### src/rtl/core/afc_pkg.sv
// ----------------------------------------------------------------------------
// afc_pkg
// shared constants, types and helpers of the altitude filter chain
// ----------------------------------------------------------------------------
`default_nettype none

package afc_pkg;

    // altitude format and factor format
    localparam int FRACTION_BITS = 16;
    localparam int FACTOR_BITS   = 16;
    localparam int DRIFT_SHIFT   = 24 - FRACTION_BITS;

    localparam int ALT_W    = 32;
    localparam int FACTOR_W = 17;
    localparam int TEMP_W   = 16;
    localparam int DT_W     = 16;
    localparam int BAND_W   = 21;
    localparam int GAIN_W   = 18;

    // shared multiplier and accumulator widths
    localparam int OPA_W  = ALT_W + 1;
    localparam int OPB_W  = GAIN_W;
    localparam int PROD_W = OPA_W + OPB_W;
    localparam int PRE_W  = PROD_W + 1;
    localparam int SUM_W  = PRE_W - FACTOR_BITS;
    localparam int TOT_W  = SUM_W + 1;

    localparam logic [FACTOR_W-1:0] FACTOR_ONE = FACTOR_W'(2 ** FACTOR_BITS);
    localparam logic signed [PRE_W-1:0] ROUND_HALF = PRE_W'((2 ** FACTOR_BITS) / 2);
    localparam logic signed [PRE_W-1:0] DRIFT_HALF = PRE_W'((2 ** DRIFT_SHIFT) / 2);

    localparam longint GRAVITY_WIDE =
        ((64'd980665 << FRACTION_BITS) + 64'd50000) / 64'd100000;
    localparam logic signed [OPA_W-1:0] GRAVITY = OPA_W'(GRAVITY_WIDE);

    localparam logic signed [TOT_W-1:0] SAT_HI = TOT_W'(32'sh7FFF_FFFF);
    localparam logic signed [TOT_W-1:0] SAT_LO = TOT_W'(32'sh8000_0000);

    // sequencer
    localparam int STEP_W = 4;
    localparam logic [STEP_W-1:0] LAST_STEP = STEP_W'(13);

    // datapath operations
    localparam int OP_W = 4;
    localparam logic [OP_W-1:0] OP_NONE   = 4'd0;
    localparam logic [OP_W-1:0] OP_FAST   = 4'd1;
    localparam logic [OP_W-1:0] OP_SLOW   = 4'd2;
    localparam logic [OP_W-1:0] OP_DRIFT  = 4'd3;
    localparam logic [OP_W-1:0] OP_VEL    = 4'd4;
    localparam logic [OP_W-1:0] OP_INERT  = 4'd5;
    localparam logic [OP_W-1:0] OP_SMOOTH = 4'd6;
    localparam logic [OP_W-1:0] OP_BARO   = 4'd7;
    localparam logic [OP_W-1:0] OP_FUSED  = 4'd8;

    // register map
    localparam int APB_ADDR_W = 5;
    localparam int REG_W      = 3;
    localparam logic [REG_W-1:0] REG_FAST_SMOOTHING  = 3'd0;
    localparam logic [REG_W-1:0] REG_SLOW_SMOOTHING  = 3'd1;
    localparam logic [REG_W-1:0] REG_DEAD_BAND       = 3'd2;
    localparam logic [REG_W-1:0] REG_DRIFT_GAIN      = 3'd3;
    localparam logic [REG_W-1:0] REG_REFERENCE_TEMP  = 3'd4;
    localparam logic [REG_W-1:0] REG_BLEND_FACTOR    = 3'd5;
    localparam logic [REG_W-1:0] REG_ACCEL_SMOOTHING = 3'd6;
    localparam logic [REG_W-1:0] REG_REFERENCE_VALID = 3'd7;

    typedef struct packed {
        logic        [FACTOR_W-1:0] fast_smoothing;
        logic        [FACTOR_W-1:0] slow_smoothing;
        logic        [BAND_W-1:0]   dead_band;
        logic signed [GAIN_W-1:0]   drift_gain;
        logic signed [TEMP_W-1:0]   reference_temperature;
        logic        [FACTOR_W-1:0] blend_factor;
        logic        [FACTOR_W-1:0] accel_smoothing;
        logic                       reference_valid;
    } cfg_t;

    typedef struct packed {
        logic            capture;
        logic            clear;
        logic            prep;
        logic [OP_W-1:0] op;
        logic            load_out;
        logic            publish;
    } cmd_t;

    typedef struct packed {
        logic restart;
        logic out_busy;
    } status_t;

    function automatic logic signed [OPB_W-1:0] clamp_factor(input logic [FACTOR_W-1:0] f);
        if (f > FACTOR_ONE)
            return OPB_W'(FACTOR_ONE);
        return OPB_W'(f);
    endfunction

    function automatic logic signed [ALT_W-1:0] median3(input logic signed [ALT_W-1:0] x,
                                                         input logic signed [ALT_W-1:0] y,
                                                         input logic signed [ALT_W-1:0] z);
        if ((x <= y && y <= z) || (z <= y && y <= x))
            return y;
        if ((y <= x && x <= z) || (z <= x && x <= y))
            return x;
        return z;
    endfunction

    function automatic logic signed [ALT_W-1:0] sat32(input logic signed [TOT_W-1:0] v);
        if (v > SAT_HI)
            return ALT_W'(SAT_HI);
        if (v < SAT_LO)
            return ALT_W'(SAT_LO);
        return ALT_W'(v);
    endfunction

endpackage

`default_nettype wire

### src/rtl/core/afc_if.sv
// ----------------------------------------------------------------------------
// afc_if
// valid/ready channels carrying sample words and result words
// ----------------------------------------------------------------------------
`default_nettype none

interface afc_sample_if;
    logic               valid;
    logic               ready;
    logic signed [31:0] raw_altitude;
    logic signed [15:0] temperature;
    logic signed [31:0] vertical_accel;
    logic        [15:0] time_step;
    logic               restart;

    modport source (output valid, raw_altitude, temperature, vertical_accel, time_step,
                    restart, input ready);
    modport sink (input valid, raw_altitude, temperature, vertical_accel, time_step,
                  restart, output ready);
endinterface

interface afc_result_if;
    logic               valid;
    logic               ready;
    logic signed [31:0] published_altitude;
    logic               changed;
    logic               processed;

    modport source (output valid, published_altitude, changed, processed, input ready);
    modport sink (input valid, published_altitude, changed, processed, output ready);
endinterface

`default_nettype wire

### src/rtl/core/afc_regs.sv
// ----------------------------------------------------------------------------
// afc_regs
// apb register file holding the filter configuration
// ----------------------------------------------------------------------------
`default_nettype none

module afc_regs
    import afc_pkg::*;
(
    input  wire logic                  clk,
    input  wire logic                  rst_n,
    input  wire logic                  psel,
    input  wire logic                  penable,
    input  wire logic                  pwrite,
    input  wire logic [APB_ADDR_W-1:0] paddr,
    input  wire logic [31:0]           pwdata,
    output logic      [31:0]           prdata,
    output logic                       pready,
    output cfg_t                       cfg
);

    cfg_t             cfg_reg;
    logic             wr_en;
    logic [REG_W-1:0] index;

    assign pready = 1'b1;
    assign wr_en  = psel && penable && pwrite;
    assign index  = paddr[APB_ADDR_W-1:2];
    assign cfg    = cfg_reg;

    always_ff @(posedge clk or negedge rst_n)
    begin
        if (!rst_n)
        begin
            cfg_reg.fast_smoothing        <= FACTOR_W'(52429);
            cfg_reg.slow_smoothing        <= FACTOR_W'(60293);
            cfg_reg.dead_band             <= BAND_W'(3277);
            cfg_reg.drift_gain            <= GAIN_W'(5243);
            cfg_reg.reference_temperature <= '0;
            cfg_reg.blend_factor          <= '0;
            cfg_reg.accel_smoothing       <= FACTOR_W'(3277);
            cfg_reg.reference_valid       <= 1'b0;
        end
        else if (wr_en)
        begin
            unique case (index)
                REG_FAST_SMOOTHING:  cfg_reg.fast_smoothing <= pwdata[FACTOR_W-1:0];
                REG_SLOW_SMOOTHING:  cfg_reg.slow_smoothing <= pwdata[FACTOR_W-1:0];
                REG_DEAD_BAND:       cfg_reg.dead_band <= pwdata[BAND_W-1:0];
                REG_DRIFT_GAIN:      cfg_reg.drift_gain <= pwdata[GAIN_W-1:0];
                REG_REFERENCE_TEMP:  cfg_reg.reference_temperature <= pwdata[TEMP_W-1:0];
                REG_BLEND_FACTOR:    cfg_reg.blend_factor <= pwdata[FACTOR_W-1:0];
                REG_ACCEL_SMOOTHING: cfg_reg.accel_smoothing <= pwdata[FACTOR_W-1:0];
                REG_REFERENCE_VALID: cfg_reg.reference_valid <= pwdata[0];
                default: ;
            endcase
        end
    end

    always_comb
    begin
        unique case (index)
            REG_FAST_SMOOTHING:  prdata = 32'(cfg_reg.fast_smoothing);
            REG_SLOW_SMOOTHING:  prdata = 32'(cfg_reg.slow_smoothing);
            REG_DEAD_BAND:       prdata = 32'(cfg_reg.dead_band);
            REG_DRIFT_GAIN:      prdata = 32'(cfg_reg.drift_gain);
            REG_REFERENCE_TEMP:  prdata = 32'(cfg_reg.reference_temperature);
            REG_BLEND_FACTOR:    prdata = 32'(cfg_reg.blend_factor);
            REG_ACCEL_SMOOTHING: prdata = 32'(cfg_reg.accel_smoothing);
            REG_REFERENCE_VALID: prdata = 32'(cfg_reg.reference_valid);
            default:             prdata = '0;
        endcase
    end

endmodule

`default_nettype wire

### src/rtl/core/afc_ctrl.sv
// ----------------------------------------------------------------------------
// afc_ctrl
// sequencer issuing the per-word operations to the shared datapath
// ----------------------------------------------------------------------------
`default_nettype none

module afc_ctrl
    import afc_pkg::*;
(
    input  wire logic    clk,
    input  wire logic    rst_n,
    input  wire logic    in_valid,
    input  wire logic    ref_valid,
    input  wire status_t status,
    output logic         in_ready,
    output cmd_t         cmd
);

    localparam logic [2:0] S_IDLE  = 3'd0;
    localparam logic [2:0] S_CLEAR = 3'd1;
    localparam logic [2:0] S_PREP  = 3'd2;
    localparam logic [2:0] S_RUN   = 3'd3;
    localparam logic [2:0] S_DONE  = 3'd4;

    logic [2:0]        state_reg;
    logic [2:0]        state_next;
    logic [STEP_W-1:0] step_reg;
    logic [STEP_W-1:0] step_next;
    logic [OP_W-1:0]   step_op;

    // issue slots: three-stage pipe, dependent ops spaced so each reads its operand after the earlier op has written it
    always_comb
    begin
        unique case (step_reg)
            4'd0:    step_op = OP_FAST;
            4'd1:    step_op = OP_DRIFT;
            4'd2:    step_op = OP_VEL;
            4'd3:    step_op = OP_SLOW;
            4'd5:    step_op = OP_INERT;
            4'd6:    step_op = OP_BARO;
            4'd8:    step_op = OP_SMOOTH;
            4'd11:   step_op = OP_FUSED;
            default: step_op = OP_NONE;
        endcase
    end

    assign in_ready     = (state_reg == S_IDLE);
    assign cmd.capture  = (state_reg == S_IDLE) && in_valid;
    assign cmd.clear    = (state_reg == S_CLEAR) && status.restart;
    assign cmd.prep     = (state_reg == S_PREP);
    assign cmd.op       = (state_reg == S_RUN) ? step_op : OP_NONE;
    assign cmd.load_out = (state_reg == S_DONE) && !status.out_busy;
    assign cmd.publish  = cmd.load_out && ref_valid;

    always_comb
    begin
        state_next = state_reg;
        step_next  = step_reg;
        unique case (state_reg)
            S_IDLE:
            begin
                if (in_valid)
                    state_next = S_CLEAR;
            end
            S_CLEAR:
            begin
                state_next = ref_valid ? S_PREP : S_DONE;
            end
            S_PREP:
            begin
                state_next = S_RUN;
                step_next  = '0;
            end
            S_RUN:
            begin
                if (step_reg == LAST_STEP)
                    state_next = S_DONE;
                else
                    step_next = step_reg + 1'b1;
            end
            S_DONE:
            begin
                if (!status.out_busy)
                    state_next = S_IDLE;
            end
            default:
            begin
                state_next = S_IDLE;
            end
        endcase
    end

    always_ff @(posedge clk or negedge rst_n)
    begin
        if (!rst_n)
        begin
            state_reg <= S_IDLE;
            step_reg  <= '0;
        end
        else
        begin
            state_reg <= state_next;
            step_reg  <= step_next;
        end
    end

endmodule

`default_nettype wire

### src/rtl/core/afc_datapath.sv
// ----------------------------------------------------------------------------
// afc_datapath
// filter state, shared multiply-round-saturate pipe and result register
// ----------------------------------------------------------------------------
`default_nettype none

module afc_datapath
    import afc_pkg::*;
(
    input  wire logic                     clk,
    input  wire logic                     rst_n,
    input  wire cmd_t                     cmd,
    input  wire cfg_t                     cfg,
    input  wire logic signed [ALT_W-1:0]  raw_altitude,
    input  wire logic signed [TEMP_W-1:0] temperature,
    input  wire logic signed [ALT_W-1:0]  vertical_accel,
    input  wire logic        [DT_W-1:0]   time_step,
    input  wire logic                     restart,
    input  wire logic                     out_ready,
    output status_t                       status,
    output logic                          out_valid,
    output logic signed [ALT_W-1:0]       published_altitude,
    output logic                          changed,
    output logic                          processed
);

    // captured word
    logic signed [ALT_W-1:0]  raw_reg;
    logic signed [TEMP_W-1:0] temp_reg;
    logic signed [ALT_W-1:0]  accel_reg;
    logic        [DT_W-1:0]   dt_reg;
    logic                     restart_reg;

    // filter state
    logic signed [ALT_W-1:0] prev_reg;
    logic signed [ALT_W-1:0] older_reg;
    logic signed [ALT_W-1:0] fast_reg;
    logic signed [ALT_W-1:0] slow_reg;
    logic signed [ALT_W-1:0] pub_reg;
    logic                    seeded_reg;
    logic signed [ALT_W-1:0] vel_reg;
    logic signed [ALT_W-1:0] inert_reg;
    logic signed [ALT_W-1:0] smooth_reg;

    // per-word working values
    logic signed [ALT_W-1:0] med_reg;
    logic signed [SUM_W-1:0] drift_reg;
    logic signed [ALT_W-1:0] baro_reg;
    logic signed [ALT_W-1:0] fused_reg;

    // pipe
    logic signed [OPA_W-1:0]  opa;
    logic signed [OPB_W-1:0]  opb;
    logic signed [ALT_W-1:0]  base;
    logic signed [PROD_W-1:0] prod_reg;
    logic signed [ALT_W-1:0]  base_reg;
    logic        [OP_W-1:0]   op1_reg;
    logic signed [PRE_W-1:0]  pre;
    logic signed [SUM_W-1:0]  sum;
    logic signed [SUM_W-1:0]  sum_reg;
    logic        [OP_W-1:0]   op2_reg;
    logic signed [ALT_W-1:0]  addend;
    logic signed [TOT_W-1:0]  total;
    logic signed [ALT_W-1:0]  result;

    logic signed [ALT_W-1:0] med;
    logic signed [OPA_W-1:0] pub_diff;
    logic signed [OPA_W-1:0] band;
    logic                    exceed;
    logic                    out_valid_reg;
    logic signed [ALT_W-1:0] out_alt_reg;
    logic                    out_changed_reg;
    logic                    out_processed_reg;

    assign med = median3(raw_reg, prev_reg, older_reg);

    assign pub_diff = OPA_W'(fused_reg) - OPA_W'(pub_reg);
    assign band     = $signed(OPA_W'(cfg.dead_band));
    assign exceed   = (pub_diff > band) || (pub_diff < -band);

    assign status.restart  = restart_reg;
    assign status.out_busy = out_valid_reg && !out_ready;

    assign out_valid          = out_valid_reg;
    assign published_altitude = out_alt_reg;
    assign changed            = out_changed_reg;
    assign processed          = out_processed_reg;

    // operand selection
    always_comb
    begin
        opa  = '0;
        opb  = '0;
        base = '0;
        unique case (cmd.op)
            OP_FAST:
            begin
                opa  = OPA_W'(fast_reg) - OPA_W'(med_reg);
                opb  = clamp_factor(cfg.fast_smoothing);
                base = med_reg;
            end
            OP_SLOW:
            begin
                opa  = OPA_W'(slow_reg) - OPA_W'(fast_reg);
                opb  = clamp_factor(cfg.slow_smoothing);
                base = fast_reg;
            end
            OP_DRIFT:
            begin
                opa = OPA_W'(temp_reg) - OPA_W'(cfg.reference_temperature);
                opb = cfg.drift_gain;
            end
            OP_VEL:
            begin
                opa = OPA_W'(accel_reg) - GRAVITY;
                opb = OPB_W'(dt_reg);
            end
            OP_INERT:
            begin
                opa = OPA_W'(vel_reg);
                opb = OPB_W'(dt_reg);
            end
            OP_SMOOTH:
            begin
                opa  = OPA_W'(smooth_reg) - OPA_W'(inert_reg);
                opb  = clamp_factor(cfg.accel_smoothing);
                base = inert_reg;
            end
            OP_FUSED:
            begin
                opa  = OPA_W'(smooth_reg) - OPA_W'(baro_reg);
                opb  = clamp_factor(cfg.blend_factor);
                base = baro_reg;
            end
            default: ;
        endcase
    end

    // rounding stage
    always_comb
    begin
        pre = '0;
        sum = '0;
        unique case (op1_reg)
            OP_NONE: ;
            OP_DRIFT:
            begin
                pre = PRE_W'(prod_reg) + DRIFT_HALF;
                sum = SUM_W'(pre >>> DRIFT_SHIFT);
            end
            OP_BARO:
            begin
                sum = -drift_reg;
            end
            default:
            begin
                pre = PRE_W'(prod_reg) + (PRE_W'(base_reg) <<< FACTOR_BITS) + ROUND_HALF;
                sum = SUM_W'(pre >>> FACTOR_BITS);
            end
        endcase
    end

    // accumulate and saturate stage
    always_comb
    begin
        unique case (op2_reg)
            OP_VEL:   addend = vel_reg;
            OP_INERT: addend = inert_reg;
            OP_BARO:  addend = slow_reg;
            default:  addend = '0;
        endcase
    end

    assign total  = TOT_W'(sum_reg) + TOT_W'(addend);
    assign result = sat32(total);

    always_ff @(posedge clk or negedge rst_n)
    begin
        if (!rst_n)
        begin
            op1_reg <= OP_NONE;
            op2_reg <= OP_NONE;
        end
        else
        begin
            op1_reg <= cmd.op;
            op2_reg <= op1_reg;
        end
    end

    always_ff @(posedge clk)
    begin
        prod_reg <= opa * opb;
        base_reg <= base;
        sum_reg  <= sum;
        if (cmd.capture)
        begin
            raw_reg     <= raw_altitude;
            temp_reg    <= temperature;
            accel_reg   <= vertical_accel;
            dt_reg      <= time_step;
            restart_reg <= restart;
        end
        if (cmd.prep)
            med_reg <= med;
        unique case (op2_reg)
            OP_DRIFT: drift_reg <= sum_reg;
            OP_BARO:  baro_reg <= result;
            OP_FUSED: fused_reg <= result;
            default: ;
        endcase
    end

    always_ff @(posedge clk or negedge rst_n)
    begin
        if (!rst_n)
        begin
            prev_reg   <= '0;
            older_reg  <= '0;
            fast_reg   <= '0;
            slow_reg   <= '0;
            pub_reg    <= '0;
            seeded_reg <= 1'b0;
            vel_reg    <= '0;
            inert_reg  <= '0;
            smooth_reg <= '0;
        end
        else if (cmd.clear)
        begin
            prev_reg   <= '0;
            older_reg  <= '0;
            fast_reg   <= '0;
            slow_reg   <= '0;
            pub_reg    <= '0;
            seeded_reg <= 1'b0;
            vel_reg    <= '0;
            inert_reg  <= '0;
            smooth_reg <= '0;
        end
        else if (cmd.prep)
        begin
            prev_reg  <= raw_reg;
            older_reg <= prev_reg;
            if (!seeded_reg)
            begin
                fast_reg   <= med;
                slow_reg   <= med;
                pub_reg    <= med;
                inert_reg  <= med;
                seeded_reg <= 1'b1;
            end
        end
        else
        begin
            unique case (op2_reg)
                OP_FAST:   fast_reg <= result;
                OP_SLOW:   slow_reg <= result;
                OP_VEL:    vel_reg <= result;
                OP_INERT:  inert_reg <= result;
                OP_SMOOTH: smooth_reg <= result;
                default: ;
            endcase
            if (cmd.publish && exceed)
                pub_reg <= fused_reg;
        end
    end

    // result register
    always_ff @(posedge clk or negedge rst_n)
    begin
        if (!rst_n)
            out_valid_reg <= 1'b0;
        else if (cmd.load_out)
            out_valid_reg <= 1'b1;
        else if (out_ready)
            out_valid_reg <= 1'b0;
    end

    always_ff @(posedge clk)
    begin
        if (cmd.load_out)
        begin
            out_alt_reg       <= (cmd.publish && exceed) ? fused_reg : pub_reg;
            out_changed_reg   <= cmd.publish && exceed;
            out_processed_reg <= cmd.publish;
        end
    end

endmodule

`default_nettype wire

### src/rtl/core/altitude_filter_chain.sv
// ----------------------------------------------------------------------------
// altitude_filter_chain
// median-of-three, cascaded averages, drift correction and inertial blend
// ----------------------------------------------------------------------------
// sequence: an accepted word runs its eight operations through the shared three-stage
//   multiply-round-saturate pipe; with the reference invalid it skips them
// words: the next word is accepted only once the result register has been loaded,
//   which waits while the previous result is still held
// reset: configuration returns to its defaults and all filter state to zero
// ----------------------------------------------------------------------------
`default_nettype none

module altitude_filter_chain
    import afc_pkg::*;
(
    input  wire logic                  clk,
    input  wire logic                  rst_n,
    afc_sample_if.sink                 samples,
    afc_result_if.source               results,
    input  wire logic                  psel,
    input  wire logic                  penable,
    input  wire logic                  pwrite,
    input  wire logic [APB_ADDR_W-1:0] paddr,
    input  wire logic [31:0]           pwdata,
    output logic      [31:0]           prdata,
    output logic                       pready
);

    cfg_t    cfg;
    cmd_t    cmd;
    status_t status;
    logic    in_ready;

    assign samples.ready = in_ready;

    afc_regs u_regs (
        .clk     (clk),
        .rst_n   (rst_n),
        .psel    (psel),
        .penable (penable),
        .pwrite  (pwrite),
        .paddr   (paddr),
        .pwdata  (pwdata),
        .prdata  (prdata),
        .pready  (pready),
        .cfg     (cfg)
    );

    afc_ctrl u_ctrl (
        .clk       (clk),
        .rst_n     (rst_n),
        .in_valid  (samples.valid),
        .ref_valid (cfg.reference_valid),
        .status    (status),
        .in_ready  (in_ready),
        .cmd       (cmd)
    );

    afc_datapath u_datapath (
        .clk                (clk),
        .rst_n              (rst_n),
        .cmd                (cmd),
        .cfg                (cfg),
        .raw_altitude       (samples.raw_altitude),
        .temperature        (samples.temperature),
        .vertical_accel     (samples.vertical_accel),
        .time_step          (samples.time_step),
        .restart            (samples.restart),
        .out_ready          (results.ready),
        .status             (status),
        .out_valid          (results.valid),
        .published_altitude (results.published_altitude),
        .changed            (results.changed),
        .processed          (results.processed)
    );

    a_ignored_unchanged: assert property (@(posedge clk) disable iff (!rst_n)
        results.valid && !results.processed |-> !results.changed)
        else $error("ignored word reports a change");

    a_no_overwrite: assert property (@(posedge clk) disable iff (!rst_n)
        cmd.load_out |-> !status.out_busy)
        else $error("result register loaded while still held");

    a_one_at_a_time: assert property (@(posedge clk) disable iff (!rst_n)
        samples.valid && samples.ready |=> !samples.ready)
        else $error("second word accepted while busy");

    a_ops_when_busy: assert property (@(posedge clk) disable iff (!rst_n)
        cmd.op != OP_NONE |-> !samples.ready)
        else $error("operation issued while idle");

endmodule

`default_nettype wire
### src/flat_wrapper.sv
// flat-port wrapper written by rule: the top's interface ports become plain ports
module altitude_filter_chain_flat import afc_pkg::*;
  (clk, rst_n, psel, penable, pwrite, paddr, pwdata, prdata, pready, samples_valid, samples_raw_altitude, samples_temperature, samples_vertical_accel, samples_time_step, samples_restart, samples_ready, results_valid, results_published_altitude, results_changed, results_processed, results_ready);
  afc_sample_if samples_i ();
  afc_result_if results_i ();
  input  wire logic clk;
  input  wire logic rst_n;
  input  wire logic psel;
  input  wire logic penable;
  input  wire logic pwrite;
  input  wire logic [APB_ADDR_W-1:0] paddr;
  input  wire logic [31:0] pwdata;
  output logic      [31:0] prdata;
  output logic pready;
  input wire logic [$bits(samples_i.valid)-1:0] samples_valid;
  input wire logic [$bits(samples_i.raw_altitude)-1:0] samples_raw_altitude;
  input wire logic [$bits(samples_i.temperature)-1:0] samples_temperature;
  input wire logic [$bits(samples_i.vertical_accel)-1:0] samples_vertical_accel;
  input wire logic [$bits(samples_i.time_step)-1:0] samples_time_step;
  input wire logic [$bits(samples_i.restart)-1:0] samples_restart;
  output wire logic [$bits(samples_i.ready)-1:0] samples_ready;
  output wire logic [$bits(results_i.valid)-1:0] results_valid;
  output wire logic [$bits(results_i.published_altitude)-1:0] results_published_altitude;
  output wire logic [$bits(results_i.changed)-1:0] results_changed;
  output wire logic [$bits(results_i.processed)-1:0] results_processed;
  input wire logic [$bits(results_i.ready)-1:0] results_ready;
  assign samples_i.valid = samples_valid;
  assign samples_i.raw_altitude = samples_raw_altitude;
  assign samples_i.temperature = samples_temperature;
  assign samples_i.vertical_accel = samples_vertical_accel;
  assign samples_i.time_step = samples_time_step;
  assign samples_i.restart = samples_restart;
  assign samples_ready = samples_i.ready;
  assign results_valid = results_i.valid;
  assign results_published_altitude = results_i.published_altitude;
  assign results_changed = results_i.changed;
  assign results_processed = results_i.processed;
  assign results_i.ready = results_ready;
  altitude_filter_chain u_core (.clk(clk), .rst_n(rst_n), .samples(samples_i), .results(results_i), .psel(psel), .penable(penable), .pwrite(pwrite), .paddr(paddr), .pwdata(pwdata), .prdata(prdata), .pready(pready));
endmodule
### config.mk
export PLATFORM = sky130hd
export DESIGN_NAME = altitude_filter_chain_flat
export DESIGN_NICKNAME = d
export VERILOG_FILES = /design/src/rtl/core/afc_pkg.sv /design/src/rtl/core/afc_if.sv /design/src/rtl/core/afc_regs.sv /design/src/rtl/core/afc_ctrl.sv /design/src/rtl/core/afc_datapath.sv /design/src/rtl/core/altitude_filter_chain.sv /design/src/flat_wrapper.sv
export SDC_FILE = /design/constraint.sdc
export NUM_CORES = 2
export LEC_CHECK = 0
export BUFFER_PORTS_ARGS = -buffer_cell sky130_fd_sc_hd__buf_2
export CAP_MARGIN = 0
export CORE_UTILIZATION = 55
export CTS_BUF_LIST = sky130_fd_sc_hd__clkbuf_4
export DETAILED_ROUTE_END_ITERATION = 10
export PLACE_DENSITY = 0.78
export REMOVE_ABC_BUFFERS = 1
export SYNTH_ARGS = -nofsm -noshare
export SYNTH_HDL_FRONTEND = slang
export SYNTH_SLANG_ARGS = --single-unit
export TNS_END_PERCENT = 5
### constraint.sdc
create_clock -name clk -period 10.4 [get_ports clk]
set_input_delay 2.08 -clock clk [delete_from_list [all_inputs] [get_ports clk]]
set_output_delay 2.08 -clock clk [all_outputs]
set_load 0.1 [all_outputs]
Word level (Yosys, flattened, before mapping)
Memories as Yosys holds them, arrays and structs flattened.
Cells that the tools add are included.

word-level totals
  bits in registers = 779
  bits in read-only memories = 64
  output and inout bits = 69
  memories kept = 1
  bits of input ports = 141
  logic and storage cells = 217

memory list
  memory           depth  bits a word  rd ports  clocked after Yosys merged registers in  write ports  RTL line        source
  (no name shown)  16     4            1         0                                        0            afc_ctrl.sv:34  unique case (step_reg)

operators by class
  reductions and logical operators = 44
  $lt $le $gt $ge = 14
  equality and inequality tests = 35
  $add $sub $neg = 14
  mux-type cells = 71
  multipliers = 1

operators with widths
  operator                count
  $mux 32                 31
  $pmux 32 s8             1
  $pmux 33 s7             1
  $le 32x32->1            6
  $sub 32x32->33          5
  $mux 18                 8
  $pmux 32 s4             1
  $pmux 18 s6             1
  $pmux 36 s3             1
  $pmux 32 s3             1
  $gt 17x17->1 const B    4
  $add 51x48->52          1
  $add 52x17->52 const B  1
  $mul 33x18->51          1
  $add 44x9->44 const B   1
  $add 36x32->37          1
  $gt 37x32->1 const B    1
  $lt 37x32->1 const B    1
  $neg 36->36             1
  $gt 33x22->1            1
  $lt 33x33->1            1
  $neg 21->33             1
  $sub 32x21->33 const B  1
  $eq 4x3->1 const B      8
  26 further kinds        99

Logic depth before layout (Yosys ltp)
  depth after elaboration = 11
  depth in mapped cells = 48
  depth with buffers taken out = 44

Cells and area by module
Synthesis repeated with hierarchy kept, for this count alone.

second synthesis, totals
  cell total of the unflattened synthesis = 7401
  area, all modules = 69877.0 µm²

modules (own cells, without submodules)
  module        area each (µm²)  cells each  seq. area each (µm²)  times used
  afc_datapath  63452.1          6915        16796.1               1
  afc_regs      5890.6           430         3153.0                1
  afc_ctrl      534.3            56          175.2                 1

Worst setup path after synthesis
OpenSTA, ideal clock, no wires.

  path kind = reg2reg
  start point = register u_core.u_ctrl.step_reg[0]
  end point = register u_core.u_datapath.prod_reg[49]
  period minus slack after synthesis = 10.471 ns
  required time = 10.328 ns
  setup time = 0.072 ns
  setup slack = -0.071 ns
  data arrival time = 10.399 ns
  path buffers = 4
  cell stages (with the launch flop) = 44
  cell sequence = dfrtp_1 > inv_1 > ha_1 > nor2b_1 > nor3_1 > clkbuf_1 > buf_1 > mux2i_1 > ha_1 > nor2b_1 > o21a_1 > o21ai_1 > a21oi_1 > o41ai_1 > o21ai_0 > a211oi_1 > o31ai_1 > xor2_1 > [8 not listed] > inv_1 > fa_1 > fa_1 > inv_1 > fa_1 > inv_1 > ha_1 > clkbuf_1 > a21oi_1 > nor2b_1 > o21ai_0 > nand2b_1 > a21o_1 > a21oi_1 > o21ai_0 > nor2_1 > o31ai_1 > xor2_1

on the way
  cells in the longest elaborated chain, start to end = 6
  elaborated cells on any way between the ends = 13
  classes of those cells = mul (1); eq/ne (7); mux (3); reduce/logical (1); memory (1)

RTL lines
  what                              RTL line             source
  start: declaration                afc_ctrl.sv:27       logic [STEP_W-1:0] step_reg;
  start signal: assignment          afc_ctrl.sv:103      step_reg <= step_next;
  $mem_v2 16x4 *                    --
  $mux 4 *                          afc_ctrl.sv:51       assign cmd.op = (state_reg == S_RUN) ? step_op : OP_NONE;
  $eq 4x3->1                        afc_datapath.sv:95   unique case (cmd.op)
  $reduce_or 2->1 (no source line)  --
  $pmux 18 s6                       afc_datapath.sv:95
  $mul 33x18->51 *                  afc_datapath.sv:193  prod_reg <= opa * opb;
  end signal: assignment            afc_datapath.sv:193
  end: declaration                  afc_datapath.sv:55   logic signed [PROD_W-1:0] prod_reg;

Mark *: on every way between the ends. The rest lies on a longest branch, timed or not.
A chain may end at the register's enable or synchronous reset.

Final worst setup path
  start point = register u_core.u_ctrl.step_reg[0]
  end point = register u_core.u_datapath.prod_reg[46]

The elaborated chain is that of the path after synthesis.

==> impl_metrics.csv <==
group,metric,value,unit
floorplan,core_area,124000,um2
min_path,worst_hold_path_type,"reg2reg",
yosys,syn_area,68800,um2
drt,vias,58300,
timing,drv_slew,0,
setup_path,cp.arrival,11080,ps
yosys,synth.distinct_cells,116,
floorplan,initial_utilization,0.555,
yosys,ys.flop_type,"dfrtp_1",
floorplan,rows,129,
yosys,synthCells,7389,
pwr,p_leak,35.6,nW
yosys,seq_area_frac_synth,0.292,
status,failed_checks,"design-rule violations",
global_route,overflow,0,
clocking,clk_latency,1250,ps
setup_path,cpPeakStageDelay,560,ps
setup_path,cp_slowest_cell,"fa_1",
drt,routed_wl,225000,um
global_route,grt_max_degree,148,
layout,design_area,76100,um2
layout,utilization,0.614,
floorplan,die-area,127000,um2
clocking,cts_buffers,207,
clocking,cts.sinks,772,
timing,min_period,10030,ps
timing,period_share,0.964,
setup_path,path_buf_inv,7,
layout,instances_no_fill,9576,
layout,layout-drive-gt1-share,0.148,
drt,drtPass1Iterations,11,
layout,seqCellArea,20100,um2
placement,io_buffers,195,
pwr,ir_drop,0.000819,V
clocking,cts-root-buf,"clkbuf_4",
yosys,synth_seq_cells,772,
setup_path,crit_required,11450,ps
global_route,grtUsageTotal,0.358,
placement,gp_congestion,1.01,
status,status,"complete, but fails checks",
placement,dp.cells,9159,
floorplan,dieHeight,356,um
drt,drc,6,
setup_path,cp-end-kind,"register",
yosys,synth_edf_count,263,
placement,hpwlAfterDp,177000,um
layout,fill_cells,10500,
global_route,grt_pass1_vias,58800,
floorplan,fp.dieW,356,um
setup_path,critPathMaxFanout,14,
flow_run,drv_cap,0,
pwr,p_per_area,224,nW/um2
drt,post_drt_wl_per_cell,23.5,um
timing,relSlewSlack,0.139,
drt,drt-initial-drc-count,6090,
timing,fmaxAchievable,0.0997,GHz
clocking,cts_tree,"done",
drt,avgViaCountPerCell,6.09,
placement,placed_area,72900,um2
setup_path,path_delay_family,"adder cells",
yosys,synth-warning-count,0,
clocking,clk_path_buf_depth,3,
floorplan,ios,210,
setup_path,cp_common_cell,"fa_1",
global_route,antenna_found_initial,10,
layout,largest_register_ffs,124,
clocking,clkTransAtPathRegs,70,ps
drt,ant_nets,0,
yosys,synth.avg_cell_area,9.31,um2
layout,syn_to_final_growth,10.6,%
timing,skew,130,ps
timing,hold_viol_final,0,
yosys,ys_async_sr_fraction,0.514,
global_route,grt_pass1_wl,344000,um
timing,worstMarginPinSlew,1290,ps
setup_path,startpoint_type,"register",
clocking,cts_hold_buf,0,
layout,multiInputGateArea,44400,um2
timing,setup_violations,0,
clocking,htree_levels,4,
setup_path,critPathKind,"reg2reg",
layout,nets,8956,
[metal layers]
layer,wire length (um),GRT usage,share of wire,up-vias
met5,44,0,0.00020,-
met4,10800,0.161,0.048,6
met3,26400,0.0953,0.12,538
met2,98700,0.541,0.44,3032
met1,89400,0.483,0.40,28500
li1,-,-,-,26300
[cell families (layout without fill, tap and decap cells)]
kind of cell | count (synthesis) | after routing | synth area share
AND/OR/NAND/NOR | 2082 | 2082 | 0.140
flip-flops | 772 | 772 | 0.292
XOR/XNOR | 321 | 321 | 0.0409
AO/OA/AOI/OAI | 1656 | 1656 | 0.163
buffers and inverters | 1258 | 1800 | 0.0706
adder cells (fa/ha/maj) | 1066 | 1066 | 0.257
other | 1 | 9 | 0.0000545
multiplexers | 233 | 233 | 0.0364
[cell usage in the layout (no fill, tap or decap), types with 43 or more instances in the layout]
cell type  count
inv_1        949
nand2_1      858
fa_1         575
ha_1         489
nor2_1       481
o21ai_0      366
dfrtp_1      356
clkbuf_4     314
a21oi_1      304
edfxtp_1     263
buf_4        242
xnor2_1      221
buf_2        194
a21o_1       162
mux2_2       129
dfxtp_1      112
xor2_1        99
and2_1        97
mux2i_1       95
nand3_1       90
nor3_1        80
nand2b_1      79
nand4_1       73
a222oi_1      72
o21ai_1       67
o21a_1        66
nor2b_1       65
clkinv_1      52
a31oi_1       46
nor4_1        46
o22ai_1       46
a22oi_1       46
o211ai_1      45
a211oi_1      43
[what timing repair did]
| item | 4_1_cts | 5_1_grt |
|---|---|---|
| gates resized for setup | 6 | 61 |
| cloned | 0 | 1 |
| pin swaps | 1 | 17 |
| setup endpoints to repair | 11 | 22 |
| hold endpoints to repair | 0 | 0 |
| buffers inserted | 0 | 17 |
[worst paths after layout]
path / start / end / slack (ps) / cells after the start
setup / recovery: u_core.u_ctrl.step_reg[0] / u_core.u_datapath.prod_reg[46] / 370 / 40
setup reg to reg: u_core.u_ctrl.step_reg[0] / u_core.u_datapath.prod_reg[46] / 370 / 40
hold / removal: u_core.u_datapath.op1_reg[0] / u_core.u_datapath.op2_reg[0] / 400 / 0
max in group asynchronous: rst_n / u_core.u_regs.cfg[96] / 7810 / 2
min in group asynchronous: rst_n / u_core.u_regs.cfg[86] / 970 / 1
hold reg to reg: u_core.u_datapath.op1_reg[0] / u_core.u_datapath.op2_reg[0] / 400 / 0
[synth_stat cells (66+ instances only)]
cell      number  area [um2]
clkbuf_1     237         890
xnor2_1      222        1940
mux2i_1       96         961
nand2_1      858        3220
nor2_1       488        1830
inv_1        949        3560
nand3_1       92         460
dfxtp_1      112        2240
ha_1         491        6140
xor2_1        99         867
a21oi_1      321        1610
o21a_1        66         495
edfxtp_1     263        7900
nand4_1       73         457
nor3_1        88         440
mux2_2       130        1460
fa_1         575       11500
o21ai_0      376        1880
nand2b_1      79         494
a21o_1       163        1220
a222oi_1      72         721
dfrtp_1      357        8930
and2_1       100         626
[report_power, final]
part | internal, mW | switching, mW
clock | 1.45 | 1.42
sequential | 3.98 | 0.693
combinational | 3.20 | 6.29
[through the flow]
step	setup WS, ps	power [mW]	hold WS, ps	setup TNS [ps]
after floorplan	-10730	10.5	368	-312010
after global routing	-7.14	18.0	419	-7.14
after global placement	33.7	13.7	376	0
final	374	17.0	400	0
after detailed placement	-25.5	13.8	383	-44.3
after CTS	22.5	16.7	405	0
[cell type report]
| type | count | area share |
|---|---|---|
| Timing Repair Buffer | 457 | 0.0416 |
| Multi-Input combinational cell | 5359 | 0.583 |
| Clock buffer | 314 | 0.0310 |
| Tap cell | 1637 | 0.0269 |
| Antenna cell | 8 | 0.000263 |
| Clock inverter | 77 | 0.00577 |
| Sequential cell | 772 | 0.264 |
| Inverter | 952 | 0.0470 |
Power figures use the tool's default switching activity.
